## src/hw/rtl/idmr_pkg.sv

```systemverilog
// Shared types and constants for the int8 dense MAC requantize block.
package idmr_pkg;

  localparam int ACT_W   = 8;
  localparam int BIAS_W  = 32;
  localparam int MULT_W  = 30;
  localparam int SHIFT_W = 7;
  localparam int PROD_W  = 18;

  localparam logic [1:0] REG_IZP = 2'd0;
  localparam logic [1:0] REG_WZP = 2'd1;
  localparam logic [1:0] REG_OZP = 2'd2;

  localparam logic [7:0] IZP_RESET = 8'h80;
  localparam logic [7:0] WZP_RESET = 8'h00;
  localparam logic [7:0] OZP_RESET = 8'h80;

  typedef struct packed {
    logic signed [7:0] izp;
    logic signed [7:0] wzp;
    logic signed [7:0] ozp;
  } idmr_cfg_t;

  typedef enum logic [2:0] {
    BK_IDLE,
    BK_MUL,
    BK_ADD,
    BK_RND,
    BK_SHF,
    BK_SAT
  } idmr_bstate_t;

endpackage

```

## src/hw/rtl/idmr_front.sv

```systemverilog
// Front end: accepts words, multiplies the zero-point corrected pair and accumulates.
module idmr_front #(
  parameter int ACC_WIDTH = 32
) (
  input  logic                                  clk,
  input  logic                                  rst_n,
  input  idmr_pkg::idmr_cfg_t                   cfg,
  input  logic                                  in_valid,
  output logic                                  in_ready,
  input  logic [7:0]                            in_act,
  input  logic [7:0]                            in_wgt,
  input  logic                                  in_last,
  input  logic [31:0]                           in_bias,
  input  logic [29:0]                           in_mult,
  input  logic [6:0]                            in_shift,
  output logic                                  q_valid,
  input  logic                                  q_ready,
  output logic [ACC_WIDTH+idmr_pkg::MULT_W+idmr_pkg::SHIFT_W-1:0] q_data
);

  logic signed [8:0]  a_diff;
  logic signed [8:0]  w_diff;
  logic signed [17:0] prod;

  logic               st_valid_r;
  logic signed [17:0] st_prod_r;
  logic               st_last_r;
  logic [31:0]        st_bias_r;
  logic [29:0]        st_mult_r;
  logic [6:0]         st_shift_r;
  logic [ACC_WIDTH-1:0] acc_r;

  logic [ACC_WIDTH-1:0]    prod_ext;
  logic [ACC_WIDTH-1:0]    acc_sum;
  logic [ACC_WIDTH+31:0]   bias_wide;
  logic [ACC_WIDTH-1:0]    z_sum;
  logic                    st_fire;
  logic                    accept;

  assign a_diff = $signed({in_act[7], in_act}) - $signed({cfg.izp[7], cfg.izp});
  assign w_diff = $signed({in_wgt[7], in_wgt}) - $signed({cfg.wzp[7], cfg.wzp});
  assign prod   = a_diff * w_diff;

  // A last word waits in the stage until the queue has room; others drain at once.
  assign st_fire  = st_valid_r && (!st_last_r || q_ready);
  assign in_ready = !st_valid_r || st_fire;
  assign accept   = in_valid && in_ready;

  assign prod_ext  = {{(ACC_WIDTH-idmr_pkg::PROD_W){st_prod_r[17]}}, st_prod_r};
  assign acc_sum   = acc_r + prod_ext;
  // bias enters zero-extended, truncated when the accumulator is narrower
  assign bias_wide = {{ACC_WIDTH{1'b0}}, st_bias_r};
  assign z_sum     = acc_sum + bias_wide[ACC_WIDTH-1:0];

  assign q_valid = st_valid_r && st_last_r;
  assign q_data  = {st_shift_r, st_mult_r, z_sum};

  always_ff @(posedge clk) begin
    if (!rst_n) begin
      st_valid_r <= 1'b0;
      acc_r      <= '0;
    end else begin
      if (accept) begin
        st_valid_r <= 1'b1;
      end else if (st_fire) begin
        st_valid_r <= 1'b0;
      end
      if (st_fire) begin
        acc_r <= st_last_r ? '0 : acc_sum;
      end
    end
  end

  always_ff @(posedge clk) begin
    if (accept) begin
      st_prod_r  <= prod;
      st_last_r  <= in_last;
      st_bias_r  <= in_bias;
      st_mult_r  <= in_mult;
      st_shift_r <= in_shift;
    end
  end

endmodule

```

## src/hw/rtl/idmr_queue.sv

```systemverilog
// Two-entry queue between the accumulator and the requantizer.
module idmr_queue #(
  parameter int DATA_W = 69
) (
  input  logic              clk,
  input  logic              rst_n,
  input  logic              wr_valid,
  output logic              wr_ready,
  input  logic [DATA_W-1:0] wr_data,
  output logic              rd_valid,
  input  logic              rd_ready,
  output logic [DATA_W-1:0] rd_data
);

  localparam int DEPTH = 2;
  localparam int PTR_W = $clog2(DEPTH);
  localparam int CNT_W = $clog2(DEPTH + 1);

  logic [DATA_W-1:0] mem_r [DEPTH];
  logic [PTR_W-1:0]  wr_ptr_r;
  logic [PTR_W-1:0]  rd_ptr_r;
  logic [CNT_W-1:0]  count_r;
  logic              push;
  logic              pop;

  assign wr_ready = (count_r != CNT_W'(DEPTH));
  assign rd_valid = (count_r != '0);
  assign rd_data  = mem_r[rd_ptr_r];
  assign push     = wr_valid && wr_ready;
  assign pop      = rd_valid && rd_ready;

  always_ff @(posedge clk) begin
    if (!rst_n) begin
      wr_ptr_r <= '0;
      rd_ptr_r <= '0;
      count_r  <= '0;
    end else begin
      if (push) begin
        wr_ptr_r <= (wr_ptr_r == PTR_W'(DEPTH - 1)) ? '0 : wr_ptr_r + PTR_W'(1);
      end
      if (pop) begin
        rd_ptr_r <= (rd_ptr_r == PTR_W'(DEPTH - 1)) ? '0 : rd_ptr_r + PTR_W'(1);
      end
      if (push && !pop) begin
        count_r <= count_r + CNT_W'(1);
      end else if (pop && !push) begin
        count_r <= count_r - CNT_W'(1);
      end
    end
  end

  always_ff @(posedge clk) begin
    if (push) begin
      mem_r[wr_ptr_r] <= wr_data;
    end
  end

endmodule

```

## src/hw/rtl/idmr_back.sv

```systemverilog
// Back end: multiply, round, shift, saturate, add output zero point, clamp, output register.
module idmr_back #(
  parameter int ACC_WIDTH = 32
) (
  input  logic                clk,
  input  logic                rst_n,
  input  idmr_pkg::idmr_cfg_t cfg,
  input  logic                q_valid,
  output logic                q_ready,
  input  logic [ACC_WIDTH+idmr_pkg::MULT_W+idmr_pkg::SHIFT_W-1:0] q_data,
  output logic                out_valid,
  input  logic                out_ready,
  output logic [7:0]          out_value
);

  localparam int LO_W = ACC_WIDTH / 2;
  localparam int HI_W = ACC_WIDTH - LO_W;

  idmr_pkg::idmr_bstate_t state_r, state_nxt;

  logic [ACC_WIDTH-1:0]     z_r;
  logic [29:0]              mult_r;
  logic [6:0]               shift_r;
  logic [LO_W+29:0]         pp_lo_r;
  logic signed [HI_W+30:0]  pp_hi_r;
  logic [63:0]              p_r;
  logic                     out_valid_r;
  logic [7:0]               out_value_r;

  logic                     load_in;
  logic                     load_out;
  logic [LO_W+29:0]         pp_lo;
  logic signed [HI_W+30:0]  pp_hi;
  logic [63:0]              hi_ext;
  logic [63:0]              lo_ext;
  logic [63:0]              p_sum;
  logic                     sh_pos;
  logic                     sh_neg;
  logic [5:0]               half_amt;
  logic [63:0]              half;
  logic [63:0]              p_rnd;
  logic [6:0]               lsh_amt;
  logic [63:0]              p_shf;
  logic [31:0]              s32;
  logic signed [33:0]       res;
  logic [7:0]               clamp_val;

  // partial products: low half unsigned, high half signed
  assign pp_lo = z_r[LO_W-1:0] * mult_r;
  assign pp_hi = $signed(z_r[ACC_WIDTH-1:LO_W]) * $signed({1'b0, mult_r});

  assign hi_ext = {{(64-HI_W-31){pp_hi_r[HI_W+30]}}, pp_hi_r};
  assign lo_ext = {{(64-LO_W-30){1'b0}}, pp_lo_r};
  assign p_sum  = (hi_ext << LO_W) + lo_ext;

  assign sh_pos   = !shift_r[6] && (shift_r != 7'd0);
  assign sh_neg   = shift_r[6];
  assign half_amt = shift_r[5:0] - 6'd1;
  assign half     = 64'd1 << half_amt;
  assign p_rnd    = p_r[63] ? (p_r - half) : (p_r + half);
  // left amount is 1..64; a shift by 64 clears the word
  assign lsh_amt  = ~shift_r + 7'd1;

  always_comb begin
    if (sh_pos) begin
      p_shf = $signed(p_r) >>> shift_r[5:0];
    end else if (sh_neg) begin
      p_shf = p_r << lsh_amt;
    end else begin
      p_shf = p_r;
    end
  end

  always_comb begin
    if ($signed(p_r) > 64'sh0000_0000_7FFF_FFFF) begin
      s32 = 32'h7FFF_FFFF;
    end else if ($signed(p_r) < -64'sh0000_0000_8000_0000) begin
      s32 = 32'h8000_0000;
    end else begin
      s32 = p_r[31:0];
    end
    res = $signed({{2{s32[31]}}, s32}) + $signed({{26{cfg.ozp[7]}}, cfg.ozp});
    if (res < -34'sd128) begin
      clamp_val = 8'h80;
    end else if (res > 34'sd127) begin
      clamp_val = 8'h7F;
    end else begin
      clamp_val = res[7:0];
    end
  end

  always_comb begin
    state_nxt = state_r;
    q_ready   = 1'b0;
    load_in   = 1'b0;
    load_out  = 1'b0;
    unique case (state_r)
      idmr_pkg::BK_IDLE: begin
        q_ready = 1'b1;
        if (q_valid) begin
          load_in   = 1'b1;
          state_nxt = idmr_pkg::BK_MUL;
        end
      end
      idmr_pkg::BK_MUL: state_nxt = idmr_pkg::BK_ADD;
      idmr_pkg::BK_ADD: state_nxt = idmr_pkg::BK_RND;
      idmr_pkg::BK_RND: state_nxt = idmr_pkg::BK_SHF;
      idmr_pkg::BK_SHF: state_nxt = idmr_pkg::BK_SAT;
      idmr_pkg::BK_SAT: begin
        if (!out_valid_r || out_ready) begin
          load_out  = 1'b1;
          state_nxt = idmr_pkg::BK_IDLE;
        end
      end
      default: state_nxt = idmr_pkg::BK_IDLE;
    endcase
  end

  always_ff @(posedge clk) begin
    if (!rst_n) begin
      state_r     <= idmr_pkg::BK_IDLE;
      out_valid_r <= 1'b0;
    end else begin
      state_r <= state_nxt;
      if (load_out) begin
        out_valid_r <= 1'b1;
      end else if (out_ready) begin
        out_valid_r <= 1'b0;
      end
    end
  end

  always_ff @(posedge clk) begin
    if (load_in) begin
      z_r     <= q_data[ACC_WIDTH-1:0];
      mult_r  <= q_data[ACC_WIDTH+29:ACC_WIDTH];
      shift_r <= q_data[ACC_WIDTH+36:ACC_WIDTH+30];
    end
    if (state_r == idmr_pkg::BK_MUL) begin
      pp_lo_r <= pp_lo;
      pp_hi_r <= pp_hi;
    end
    if (state_r == idmr_pkg::BK_ADD) begin
      p_r <= p_sum;
    end else if (state_r == idmr_pkg::BK_RND && sh_pos) begin
      p_r <= p_rnd;
    end else if (state_r == idmr_pkg::BK_SHF) begin
      p_r <= p_shf;
    end
    if (load_out) begin
      out_value_r <= clamp_val;
    end
  end

  assign out_valid = out_valid_r;
  assign out_value = out_value_r;

endmodule

```

## src/hw/rtl/int8_dense_mac_requantize.sv

```systemverilog
// Top level of the int8 dense MAC requantize block.
//
// One neuron per run of input words. Each in_ word carries an activation and
// a weight; in_tlast marks the final pair, whose word also carries the bias,
// the 30-bit fraction multiplier and the signed shift. The front end accepts
// one word per clock and accumulates one product per clock, but a last word
// waits while the queue is full. On the last word the biased sum enters a
// two-entry queue; the requantizer takes it from there and delivers one
// int8 word on out_ after the accumulator stage, the queue and five
// requantize steps ending in the output register. A requantize pass spans
// taking the entry and the five steps, so while out_tready is high, runs no
// shorter than a pass stream at one word per clock; shorter runs back up into
// the queue and then in_tready drops until the requantizer frees an entry.
// If out_tready stays low the result waits in the output register, the
// requantizer holds its next value, and the queue and front end fill up
// before input is stalled.
// The cfg_ APB port holds the input, weight and output zero points at byte
// addresses 0, 4 and 8; write them only while no run is in progress.
// Synchronous reset (rst_n low) clears the accumulator, queue and output
// valid and restores the zero points to -128, 0 and -128.
module int8_dense_mac_requantize #(
  parameter int ACC_WIDTH = 32
) (
  input  logic        clk,
  input  logic        rst_n,
  input  logic        in_tvalid,
  output logic        in_tready,
  input  logic [87:0] in_tdata,  // activation[7:0], weight[15:8], bias[47:16],
                                 // multiplier[77:48], shift[84:78], zero pad
  input  logic        in_tlast,
  output logic        out_tvalid,
  input  logic        out_tready,
  output logic [7:0]  out_tdata, // output_value[7:0]
  input  logic        cfg_psel,
  input  logic        cfg_penable,
  input  logic        cfg_pwrite,
  input  logic [3:0]  cfg_paddr,
  input  logic [31:0] cfg_pwdata,
  output logic [31:0] cfg_prdata,
  output logic        cfg_pready
);

  localparam int QD_W = ACC_WIDTH + idmr_pkg::MULT_W + idmr_pkg::SHIFT_W;

  idmr_pkg::idmr_cfg_t cfg_r;
  logic                cfg_wr;
  logic                q_in_valid;
  logic                q_in_ready;
  logic [QD_W-1:0]     q_in_data;
  logic                q_out_valid;
  logic                q_out_ready;
  logic [QD_W-1:0]     q_out_data;

  assign cfg_pready = 1'b1;
  assign cfg_wr     = cfg_psel && cfg_penable && cfg_pwrite && cfg_pready;

  always_ff @(posedge clk) begin
    if (!rst_n) begin
      cfg_r.izp <= idmr_pkg::IZP_RESET;
      cfg_r.wzp <= idmr_pkg::WZP_RESET;
      cfg_r.ozp <= idmr_pkg::OZP_RESET;
    end else if (cfg_wr) begin
      unique case (cfg_paddr[3:2])
        idmr_pkg::REG_IZP: cfg_r.izp <= cfg_pwdata[7:0];
        idmr_pkg::REG_WZP: cfg_r.wzp <= cfg_pwdata[7:0];
        idmr_pkg::REG_OZP: cfg_r.ozp <= cfg_pwdata[7:0];
        default: ;
      endcase
    end
  end

  always_comb begin
    unique case (cfg_paddr[3:2])
      idmr_pkg::REG_IZP: cfg_prdata = {24'd0, cfg_r.izp};
      idmr_pkg::REG_WZP: cfg_prdata = {24'd0, cfg_r.wzp};
      idmr_pkg::REG_OZP: cfg_prdata = {24'd0, cfg_r.ozp};
      default:           cfg_prdata = 32'd0;
    endcase
  end

  idmr_front #(.ACC_WIDTH(ACC_WIDTH)) u_front (
    .clk      (clk),
    .rst_n    (rst_n),
    .cfg      (cfg_r),
    .in_valid (in_tvalid),
    .in_ready (in_tready),
    .in_act   (in_tdata[7:0]),
    .in_wgt   (in_tdata[15:8]),
    .in_last  (in_tlast),
    .in_bias  (in_tdata[47:16]),
    .in_mult  (in_tdata[77:48]),
    .in_shift (in_tdata[84:78]),
    .q_valid  (q_in_valid),
    .q_ready  (q_in_ready),
    .q_data   (q_in_data)
  );

  idmr_queue #(.DATA_W(QD_W)) u_queue (
    .clk      (clk),
    .rst_n    (rst_n),
    .wr_valid (q_in_valid),
    .wr_ready (q_in_ready),
    .wr_data  (q_in_data),
    .rd_valid (q_out_valid),
    .rd_ready (q_out_ready),
    .rd_data  (q_out_data)
  );

  idmr_back #(.ACC_WIDTH(ACC_WIDTH)) u_back (
    .clk       (clk),
    .rst_n     (rst_n),
    .cfg       (cfg_r),
    .q_valid   (q_out_valid),
    .q_ready   (q_out_ready),
    .q_data    (q_out_data),
    .out_valid (out_tvalid),
    .out_ready (out_tready),
    .out_value (out_tdata)
  );

endmodule

```

## config.mk

```make
export PLATFORM = sky130hd
export DESIGN_NAME = int8_dense_mac_requantize
export DESIGN_NICKNAME = d
export VERILOG_FILES = /design/src/hw/rtl/idmr_pkg.sv /design/src/hw/rtl/idmr_front.sv /design/src/hw/rtl/idmr_queue.sv /design/src/hw/rtl/idmr_back.sv /design/src/hw/rtl/int8_dense_mac_requantize.sv
export SDC_FILE = /design/constraint.sdc
export NUM_CORES = 2
export LEC_CHECK = 0
export BUFFER_PORTS_ARGS = -buffer_cell sky130_fd_sc_hd__buf_2
export CAP_MARGIN = 20
export CELL_PAD_IN_SITES_DETAIL_PLACEMENT = 0
export CELL_PAD_IN_SITES_GLOBAL_PLACEMENT = 1
export CORE_MARGIN = 5
export CORE_UTILIZATION = 46
export CTS_CLUSTER_DIAMETER = 50
export DETAILED_ROUTE_END_ITERATION = 8
export PLACE_DENSITY_LB_ADDON = 0.1
export SLEW_MARGIN = 20
export SYNTH_ARGS = -nofsm -noshare
export SYNTH_HDL_FRONTEND = slang
export SYNTH_SLANG_ARGS = --single-unit
```

## constraint.sdc

```tcl
create_clock -name clk -period 12.22 [get_ports clk]
set_input_delay 0.611 -clock clk [delete_from_list [all_inputs] [get_ports clk]]
set_output_delay 0.611 -clock clk [all_outputs]
set_load 0.01 [all_outputs]
```

Yosys cells after proc, flatten, opt, wreduce, memory -nomap -nowiden --
Memory sizes are Yosys's and may differ from the RTL's. A register that Yosys moved wholly into a read port is not among the register bits. Index checks and enable logic that the tools add are counted.
Word-level totals: flip-flop bits (word level) 318, bits of input ports 132, bits in writable memories 138, logic and storage cells 118, memories kept 1, output and inout port bits 43
Memories:
- u_queue.mem_r | depth 2, bits a word 69, read ports 1, clocked after Yosys merged registers in 1, write ports 1, RTL line idmr_queue.sv:19 | logic [DATA_W-1:0] mem_r [DEPTH];
Cells by class: order comparisons 4, shift operators 3, bitwise operators 1, eq/ne operators 10, reduce and logical (&&, ||, !) cells 34, muxes and demuxes 29, multipliers 3, add/subtract/negate cells 14
Operators with widths (number):
- $mux W64 | 6
- $mux W32 | 3
- $add A32 B32 Y32 | 2
- $add A63 B47 Y64 | 1
- $add A64 B64 Y64 | 1
- $gt A64 B32 Y1 const B | 1
- $lt A64 B32 Y1 const B | 1
- $shl A1 B6 Y64 const A | 1
- $shl A64 B7 Y64 | 1
- $sshr A64 B6 Y64 | 1
- $sub A64 B64 Y64 | 1
- $mul A16 B31 Y47 | 1
- $mul A16 B30 Y46 | 1
- $gt A34 B8 Y1 const B | 1
- $lt A34 B8 Y1 const B | 1
- $add A32 B8 Y33 | 1
- $pmux W8 S3 | 1
- $mul A9 B9 Y18 | 1
- $pmux W3 S6 | 1
- $sub A8 B8 Y9 | 2
- $mux W1 | 13
- $logic_and A1 B1 Y1 | 11
- $reduce_and A2 Y1 | 5
- $mux W8 | 1
- 23 further kinds | 39

Longest topological paths before layout --
depth after elaboration 8, gate-level depth with buffers 31, gate-level depth less buffers 30

By module --
A second synthesis with hierarchy kept.
Second synthesis, totals: cell total of the unflattened synthesis 7952, area total of the unflattened synthesis 73033.8 µm²
Modules (own cells, without submodules):
- idmr_back | area each 56058.8 µm², sequential area each 7106.8 µm², times used 1, cells an instance 6546
- idmr_front | area each 10425.0 µm², sequential area each 3303.2 µm², times used 1, cells an instance 1022
- idmr_queue | area each 5260.0 µm², sequential area each 4244.1 µm², times used 1, cells an instance 239
- int8_dense_mac_requantize | area each 1290.0 µm², sequential area each 480.5 µm², times used 1, cells an instance 145

Worst setup path before layout --
Ideal clock, no wire load.
kind reg2reg, start point register u_back.shift_r[0], read port of u_queue.mem_r, end point register u_back.p_r[62], enable pin, buffers on the path 5, stages on the path, launching flop included 13, clock period less this slack 9.290 ns, setup time 0.311 ns, data required time 11.909 ns, data arrival time 8.979 ns, slack 2.930 ns, cell sequence edfxtp_1 -> buf_2 -> buf_2 -> buf_2 -> inv_1 -> clkbuf_1 -> ha_1 -> buf_2 -> nor3b_2 -> nand2_1 -> nor2_1 -> o41ai_1 -> o21a_1
On the way: longest elaborated chain between the ends 5, elaborated cells between the ends (all ways) 6, those cells by class reduce/logical (6)
Ends and longest elaborated chain:
- start, declared | RTL line idmr_back.sv:23 | logic [6:0] shift_r;
- $reduce_bool A7 Y1 (*) | RTL line idmr_back.sv:56 | assign sh_pos = !shift_r[6] && (shift_r != 7'd0);
- $logic_and A1 B1 Y1 (*) | RTL line idmr_back.sv:56
- $logic_and A1 B1 Y1 | RTL line idmr_back.sv:145 | end else if (state_r == idmr_pkg::BK_RND && sh_pos) begin
- $reduce_bool A4 Y1 (no source line) or $reduce_bool A3 Y1 (tied branches)
- $reduce_and A2 Y1 (no source line) (*)
- end signal, assigned | RTL line idmr_back.sv:144 | p_r <= p_sum;
- end signal, assigned | RTL line idmr_back.sv:146 | p_r <= p_rnd;
- end signal, assigned | RTL line idmr_back.sv:148 | p_r <= p_shf;
- end, declared | RTL line idmr_back.sv:26 | logic [63:0] p_r;
Every way passes the cells marked *; elsewhere a longest branch is shown, timed or not. A chain may end at the register's enable or synchronous reset.

Worst setup path in the final report --
start point register u_back.shift_r[1], read port of u_queue.mem_r, end point register u_back.p_r[62], data pin
On the way: longest elaborated chain between the ends 8, elaborated cells between the ends (all ways) 17, those cells by class add/sub (4); shift (3); mux (6); bitwise (1); reduce/logical (3)
Ends and longest elaborated chain:
- parallel branches: the longest is 6 deep, another holds $add A64 B64 Y64
- $mux W64 (*) | RTL line idmr_back.sv:145
- $mux W64 (*) | RTL line idmr_back.sv:143 | if (state_r == idmr_pkg::BK_ADD) begin
Every way passes the cells marked *. The select of a mux whose other input is x is not followed.

==> run metrics <==
worst min path class in -> reg; vias in the first global route 58829; Fmax around 110 MHz; gpl congestion 1.01; Post-CTS Setup Inserts 0; Yosys reg bits around 530; fin. max-slew vios 0; Critical Path RT 12.62 ns; Synth Instances 7928; total grt overflow 0; Iter 0 DRT Violations 4760; Die X between 400 and 500 um; Pre-antenna DRT Iters 6; die area around 170000 um2; most frequent cells in the layout nand2_1, inv_1, fa_1; RSZ-0062 raised after global routing false; Reg2Reg Setup Slack 3.33 ns; Worst Skew 0.0329 ns; EDFF count, synth 460; Std-Cell Rows 145; clock slew at reported path FFs about 0.060 ns; Distinct cells, synth 87; Post-DP HPWL 191000 um; core area 156000 um2; routed vias/inst 5.85; initial core utilization 46.3%; clk_lat worst skew 0.68 ns; Inserted Clock Buffers 77; final antenna-violating net count 0; H-tree depth 3; Overall Global Routing Usage between 20% and 30%; sequential share of the synthesized area 20.9%; Avg Cell Area, Syn 9.14 um2; TritonCTS clock tree yes; # clock sinks 525; commonest non-fill, non-tap cell in the layout nand2_1; clock tree buffer depth 3; Ports between 150 and 200; Area Overhead vs Synth 7.19%; layout cells sized above 1 8.04%; Die Y between 400 and 500 um; Post-Syn Area 72500 um2; DR WL/cell between 20 and 25 um; Final Critical Period 8.89 ns; slew margin rel. 22.4%; ys flop type edfxtp_1; Root Buffer clkbuf_16; Setup violations, final 0; CP Capture Type register; Fin. Hold Viols 0; Port-buffer cells 120; antenna violations before repair 12; endpoint arrival time on the critical path 9.29 ns; largest net degree at the start of global routing 79; Post-synth ARST share 0%; WS Path Type reg -> reg; Max FO, Critical Path 35; Yosys Warn Count 0; Max-Cap Viols 0; # DRC 0; CTS Hold Bufs 0; nets 9331; final wirelength about 250000 um; period utilization roughly 73%; outcome finished clean; CP startpoint kind register; routed vias 58215; Setup TNS 0 ns; Worst Tran Pin Value 1.15 ns; first-pass GRT wire length 371000 um; CTS resizes 0
registers in the layout, indices dropped and copies added (netlist names), 8 cells and up:
signal / flops
u_front.acc_r: 32
u_front.st_prod_r: 18
u_back.z_r: 32
u_back.pp_hi_r: 47
u_queue.mem_r: 138
u_back.p_r: 64
u_front.st_bias_r: 32
cfg_r: 24
u_back.mult_r: 30
u_back.out_value: 8
u_front.st_mult_r: 30
u_back.pp_lo_r: 46
routing by layer:
metal | up-vias | wire (um) | GRT usage (%)
met5 | - | 13 | 0
met4 | 2 | 15400 | 15.9
met3 | 477 | 16500 | 4.45
met2 | 2046 | 110000 | 46.9
met1 | 29300 | 103000 | 39.7
li1 | 26390 | - | -
cells in the mapped netlist (all sizes together), types with 168 or more instances:
library cell	number	area share, %
xnor2	223	2.7
a21o	168	1.7
edfxtp	460	19
nor2	510	2.6
nand2	1048	5.4
o21ai	357	2.5
inv	967	5.0
and2	326	2.8
mux2i	225	3.1
clkbuf	399	2.1
ha	515	8.9
fa	858	24
a21oi	446	3.1
final timing paths:
path	startpoint	endpoint	depth (start not counted)
worst max register to register	u_back.shift_r[1]$_DFFE_PP_	u_back.p_r[62]$_DFFE_PP_	23
worst max-delay path	u_back.shift_r[1]$_DFFE_PP_	u_back.p_r[62]$_DFFE_PP_	23
worst min register to register	u_front.st_mult_r[16]$_DFFE_PP_	u_queue.mem_r[0][48]$_DFFE_PP_	0
worst min-delay path	in_tdata[83]	u_front.st_shift_r[5]$_DFFE_PP_	1
metrics by stage:
| stage | instances | instance area [um2] | hold WS (ns) | util, % | setup WS [ns] |
|---|---|---|---|---|---|
| after global placement | 9805 | 75000 | 0.423 | 48.0 | 3.48 |
| after detailed placement | 9805 | 75000 | 0.432 | 48.0 | 3.54 |
| after CTS | 9947 | 77600 | 0.0572 | 49.7 | 3.47 |
| after floorplan | 7951 | 72500 | 0.421 | - | 2.93 |
| final | 9953 | 77700 | 0.120 | 49.7 | 3.33 |
| after global routing | 9949 | 77700 | 0.0809 | 49.7 | 3.03 |
cell type report:
class | count | area (um2)
clock buffer | 89 | 2030
sequential | 525 | 15100
fill | 14904 | 78700
tap | 2058 | 2570
clock inverter | 53 | 567
timing repair buffer | 263 | 1670
antenna | 6 | 15.0
multi-input combinational | 5990 | 52100
inverter | 969 | 3640
critical path: stages, from the launching register on:
cell and delay [ns]:
edfxtp_1 0.53, inv_1 0.09, buf_4 0.36, ha_1 0.43
nor3b_2 0.58, xor2_2 0.16, buf_4 0.43, nand2_1 0.74
buf_4 0.47, o21ai_0 0.47, nor3_1 0.20, a21oi_1 0.47
nor2_1 0.12, xor2_1 0.81, ha_1 0.52, a21oi_1 0.26
o21ai_0 0.20, a31oi_1 0.35, o221ai_1 0.20, a2111oi_0 0.41
o41ai_1 0.22, a31oi_1 0.27, xor2_1 0.22, o21ai_0 0.10
cells by family (layout without fill, tap and decap cells):
kind of cell	after synthesis	after routing	synth area share, %
AOI/OAI and AO/OA	1498	1498	13.1
buffers and inverters	1436	1374	7.60
adders and majority gates	1373	1373	32.6
other	2	31	0.0104
muxes	395	395	7.01
xor gates and xnor gates	327	327	3.95
DFF	525	525	20.9
and+or+nand+nor	2372	2372	14.9
Power is not shown: default switching activity piles up to over one toggle a cycle in this logic, so the estimate is an artifact.
